<file path="src/sv/spie_node_mem.sv">
// Node memory: distance, parent and parent-valid per node, registered read.
module spie_node_mem #(
	parameter int DEPTH = 64,
	parameter int AW    = 6,
	parameter int DW    = 39
) (
	input  logic          clk,
	input  logic          wr_en,
	input  logic [AW-1:0] wr_addr,
	input  logic [DW-1:0] wr_data,
	input  logic [AW-1:0] rd_addr,
	output logic [DW-1:0] rd_data
);

	logic [DW-1:0] mem [DEPTH];

	// synchronous write and read
	always_ff @(posedge clk) begin
		if (wr_en) begin
			mem[wr_addr] <= wr_data;
		end
		rd_data <= mem[rd_addr];
	end

endmodule

</file>
<file path="config.mk">
export PLATFORM = sky130hd
export DESIGN_NAME = spie_node_mem
export DESIGN_NICKNAME = d
export VERILOG_FILES = /design/src/sv/spie_node_mem.sv
export SDC_FILE = /design/constraint.sdc
export NUM_CORES = 2
export LEC_CHECK = 0
export ABC_CLOCK_PERIOD_IN_PS = 5800
export BUFFER_PORTS_ARGS = -buffer_cell sky130_fd_sc_hd__buf_2
export CAP_MARGIN = 20
export CORE_MARGIN = 4
export CORE_UTILIZATION = 55
export DETAILED_ROUTE_END_ITERATION = 6
export PLACE_DENSITY_LB_ADDON = 0.1
export REMOVE_ABC_BUFFERS = 1
export SLEW_MARGIN = 25
export SYNTH_ARGS = -nofsm -noshare
export SYNTH_HDL_FRONTEND = slang
export SYNTH_SLANG_ARGS = --single-unit
</file>
<file path="constraint.sdc">
create_clock -name clk -period 5.8 [get_ports clk]
set_clock_uncertainty 0.2 [all_clocks]
set_input_delay 1.16 -clock clk [delete_from_list [all_inputs] [get_ports clk]]
set_output_delay 1.16 -clock clk [all_outputs]
set_load 0.02 [all_outputs]
</file>
==> results.txt <==
- The flow ran to the end, and the final reports show no timing, DRC or antenna violations.
- Cell Chain, Critical Path: buf_2 > buf_4 > or3_1 > buf_4 > o22ai_1 > nor4_2 > a2bb2oi_1
- After synthesis, flip-flops and latches occupy 79.42% of the total area.
- The first detailed-routing pass took 5 iterations.
- Int Power: 30,500 uW
- Critical path class: in2reg
* Post-layout minimum cycle time: 3.620 ns
* Number of library cell types mapped by synthesis: 43
- In this run the deepest clock path goes through 4 buffers.
* Largest fanout on the critical path: 18
- The die covers 0.1801 mm^2.
- Leaving out fill and tap cells, the most frequent cell in the layout is sky130_fd_sc_hd__edfxtp_1.
- F_max: 276.2 MHz
* Critical path arrival: 4.23 ns
- Setup repair after global routing left no endpoint under its margin.
* Cell chosen for the clock root: sky130_fd_sc_hd__clkbuf_16
- Critical path launch point type: primary input
* Switching Power: 7889 uW
* Required time at the worst-slack endpoint: 6.41 ns
- Maximum resistive drop on vdd: 0.3187 mV
* Number of levels in the clock H-tree: 5
* Setup violators final: 0
- Global routing finished with a remaining overflow of 0.
* Initial DRC Count: 5,950
- Worst slew slack as a fraction of its limit: 28.29%
- Share of power burned in combinational logic: 4.8%
- The tool flagged a number of max-cap violations equal to 0.
* Number of inserted filler cells in the final layout: 11.57k
* Detailed Route WL: 240.4 mm
- The floorplan has 152 rows.
- Share of the cycle needed by the critical path after routing: 62.42%
- Via Count: 45.49k
- NumNets Final: 4,469
* Kind of capture point of the worst setup path: register
- Hold Crit Class: in2reg
* First-pass GRT wire length: 344.2 mm
* Hold Violations, Final: 0
- Estimated wirelength of the detail-placed design: 137.0 mm
- Highest cell delay on the worst timing path: 0.75 ns
* Die Span Y: 424.4 um
- Slowest stage cell on the critical path: sky130_fd_sc_hd__nor4_2
- The worst hold path begins at wr_data[14].
* Synthesized flop and latch total: 2,535
* Part of the total power dissipated in the clock network: 42.2%
- Core Footprint: 0.1719 mm^2
- For this run, the total global-route usage over all layers was measured as 27.09%.
- Post-synthesis instance area: 0.09535 mm^2
- The count of final max-slew check failures came to 0.
- Beginning of the critical path: rd_addr[4]
- Synthesis Warnings: 0
- After clock tree synthesis, the flow added hold-fix buffers numbering 0.
- In the layout the commonest cells are 2,496 x sky130_fd_sc_hd__edfxtp_1, 614 x sky130_fd_sc_hd__mux4_2, 283 x sky130_fd_sc_hd__clkbuf_16.
* Number of I/O port buffers: 91
* Category of cells accounting for the largest share of critical-path delay: buffers and inverters
- The number of antenna violations at the first check in global routing is 10.
- Clock latency on the worst-skew pair, taken at its later pin, is 0.91 ns.
- Post-synthesis average cell area: 23.49 um^2
* Share of total power consumed by net switching: 20.55%
* Number of nets with antenna violations after detailed routing: 0
- Reg2reg start: mem[19][21]
- Together, buffers and inverters on the worst path number 3.
* CTS tree: yes
* Via density per instance: 6.574
- In this run the static leakage power is 0.03380 uW.
- Synthesis produced a netlist whose cell count is 4,059.
- The floorplan step set the die width to 424.4 um.
- The number of gates resized after CTS was 0.
- Initial core utilization: 55.46%
* Worst slew pin tran: 1.073 ns
* I/O pin count: 92
- Entering global routing, the biggest net connects 98 pins.
* Hold slack final: 0.5057 ns
- Compared with the post-synthesis result, the final layout area differs by 13.91%.
- Clock tree synthesis inserted a total of 274 buffers.
* Proportion of layout cells with a drive suffix above 1: 29.85%
- Power density over the cells: 353.4 mW/mm^2
- The share of total power dissipated in sequential elements is 53.0%.
- At the end of routability-driven placement, the weighted congestion stood at 0.7811.
- Number of global-route vias before repair: 46.09k
* Post CTS Setup Buffer Count: 0
- In the final routed layout, each cell accounts on average for 34.75 um.
- Drc violations: 0
- Counting every sink on the clock net gives 2,535.
- Critical Path Most Common Cell: sky130_fd_sc_hd__buf_4
* TNS Setup: 0 ns
- After clock tree synthesis, the clock-pin slew on the worst setup and hold paths is 0.05 ns.
[worst reg2reg max path, cell delays in order (launching register included)]
cell and delay [ns]:
sky130_fd_sc_hd__edfxtp_1 0.37, sky130_fd_sc_hd__mux4_2 0.49, sky130_fd_sc_hd__o22ai_1 0.24, sky130_fd_sc_hd__nor2_1 0.08, sky130_fd_sc_hd__a2111oi_0 0.65, sky130_fd_sc_hd__buf_4 0.25
sky130_fd_sc_hd__a221oi_1 0.05
[cell families after synthesis]
group	share of synthesized area (%)
AOI/OAI and AO/OA	2.543
buffers and inverters	1.342
DFF	79.42
muxes	15.39
and+or+nand+nor	1.304
[cell type report]
cell class | instances | area, um^2 | share of cell area (%)
multi-input cells | 1300 | 18950 | 17.45
clock inverters | 91 | 699.4 | 0.6439
repair buffers | 305 | 2800 | 2.578
well taps | 2310 | 2890 | 2.661
diodes | 7 | 17.52 | 0.01613
flip-flops and latches | 2535 | 75730 | 69.72
clock buffers | 372 | 7526 | 6.929
[through the flow]
step	total power (uW)	area, um^2	worst slack [ns]	instances	util, %
floorplan	21480	94070	0.9400	3835	-
global placement	22550	99990	0.3658	6436	58.16
detailed placement	22600	100200	1.283	6448	58.31
CTS	38670	108500	2.216	6911	63.09
global route	39530	108600	2.140	6919	63.18
finish	38380	108600	2.180	6920	63.18
[layer usage]
metal  GRT usage, %  share of wire (%)
met5              0              0.014
met4          8.673                3.1
met3          3.918                7.8
met2          42.81                 49
met1          39.86                 40
[power groups by stage]
stage	clock [uW]	sequential, uW	combinational, uW
floorplan	0	20800	723
global placement	0	20700	1810
detailed placement	0	20700	1850
CTS	16500	20400	1850
global route	17200	20400	1940
finish	16200	20400	1830
[state kept, by name (all words and copies together) (netlist names)]
name / cells
mem: 2496
rd_data: 39
[Yosys cell counts]
cell type | n | share of area, %
sky130_fd_sc_hd__buf_2 | 72 | 0.38
sky130_fd_sc_hd__dfxtp_1 | 39 | 0.82
sky130_fd_sc_hd__nand2_1 | 36 | 0.14
sky130_fd_sc_hd__and3_1 | 5 | 0.033
sky130_fd_sc_hd__o21ai_0 | 12 | 0.063
sky130_fd_sc_hd__and2b_1 | 1 | 0.0079
sky130_fd_sc_hd__a21oi_1 | 24 | 0.13
sky130_fd_sc_hd__o22a_1 | 8 | 0.073
sky130_fd_sc_hd__a22oi_1 | 41 | 0.32
sky130_fd_sc_hd__a211o_1 | 1 | 0.0092
sky130_fd_sc_hd__nand4_1 | 2 | 0.013
sky130_fd_sc_hd__nand4b_1 | 1 | 0.0092
sky130_fd_sc_hd__o21a_1 | 12 | 0.094
sky130_fd_sc_hd__nor3_1 | 3 | 0.016
sky130_fd_sc_hd__nand3_1 | 23 | 0.12
sky130_fd_sc_hd__or2_2 | 3 | 0.020
sky130_fd_sc_hd__nor2b_1 | 27 | 0.18
sky130_fd_sc_hd__o22ai_1 | 159 | 1.0
sky130_fd_sc_hd__nor4_1 | 31 | 0.20
sky130_fd_sc_hd__or3_1 | 2 | 0.013
sky130_fd_sc_hd__a221oi_1 | 16 | 0.15
sky130_fd_sc_hd__and4_1 | 6 | 0.055
sky130_fd_sc_hd__mux2i_1 | 55 | 0.58
sky130_fd_sc_hd__or3b_2 | 1 | 0.0092
sky130_fd_sc_hd__a211oi_1 | 19 | 0.15
sky130_fd_sc_hd__o21ai_1 | 12 | 0.063
sky130_fd_sc_hd__mux2_2 | 26 | 0.31
sky130_fd_sc_hd__clkbuf_1 | 77 | 0.30
sky130_fd_sc_hd__mux4_2 | 614 | 15
sky130_fd_sc_hd__buf_6 | 26 | 0.31
sky130_fd_sc_hd__nand3b_1 | 2 | 0.016
sky130_fd_sc_hd__buf_8 | 1 | 0.016
sky130_fd_sc_hd__o221ai_1 | 22 | 0.20
sky130_fd_sc_hd__a2111oi_0 | 3 | 0.028
sky130_fd_sc_hd__a2bb2oi_1 | 7 | 0.064
sky130_fd_sc_hd__buf_1 | 10 | 0.039
sky130_fd_sc_hd__nand2b_1 | 12 | 0.079
sky130_fd_sc_hd__buf_4 | 38 | 0.30
sky130_fd_sc_hd__a22o_1 | 12 | 0.11
sky130_fd_sc_hd__nor2_1 | 91 | 0.36
sky130_fd_sc_hd__edfxtp_1 | 2496 | 79
sky130_fd_sc_hd__o211ai_1 | 6 | 0.047
sky130_fd_sc_hd__and2_1 | 5 | 0.033
[final timing paths]
| check | depth (start not counted) | end | slack, ns |
|---|---|---|---|
| min reg2reg | 4 | rd_data[33] | 0.63 |
| min | 1 | mem[41][14] | 0.51 |
| max reg2reg | 6 | rd_data[21] | 3.35 |
| max | 7 | rd_data[14] | 2.18 |
Power figures use the tool's default switching activity.
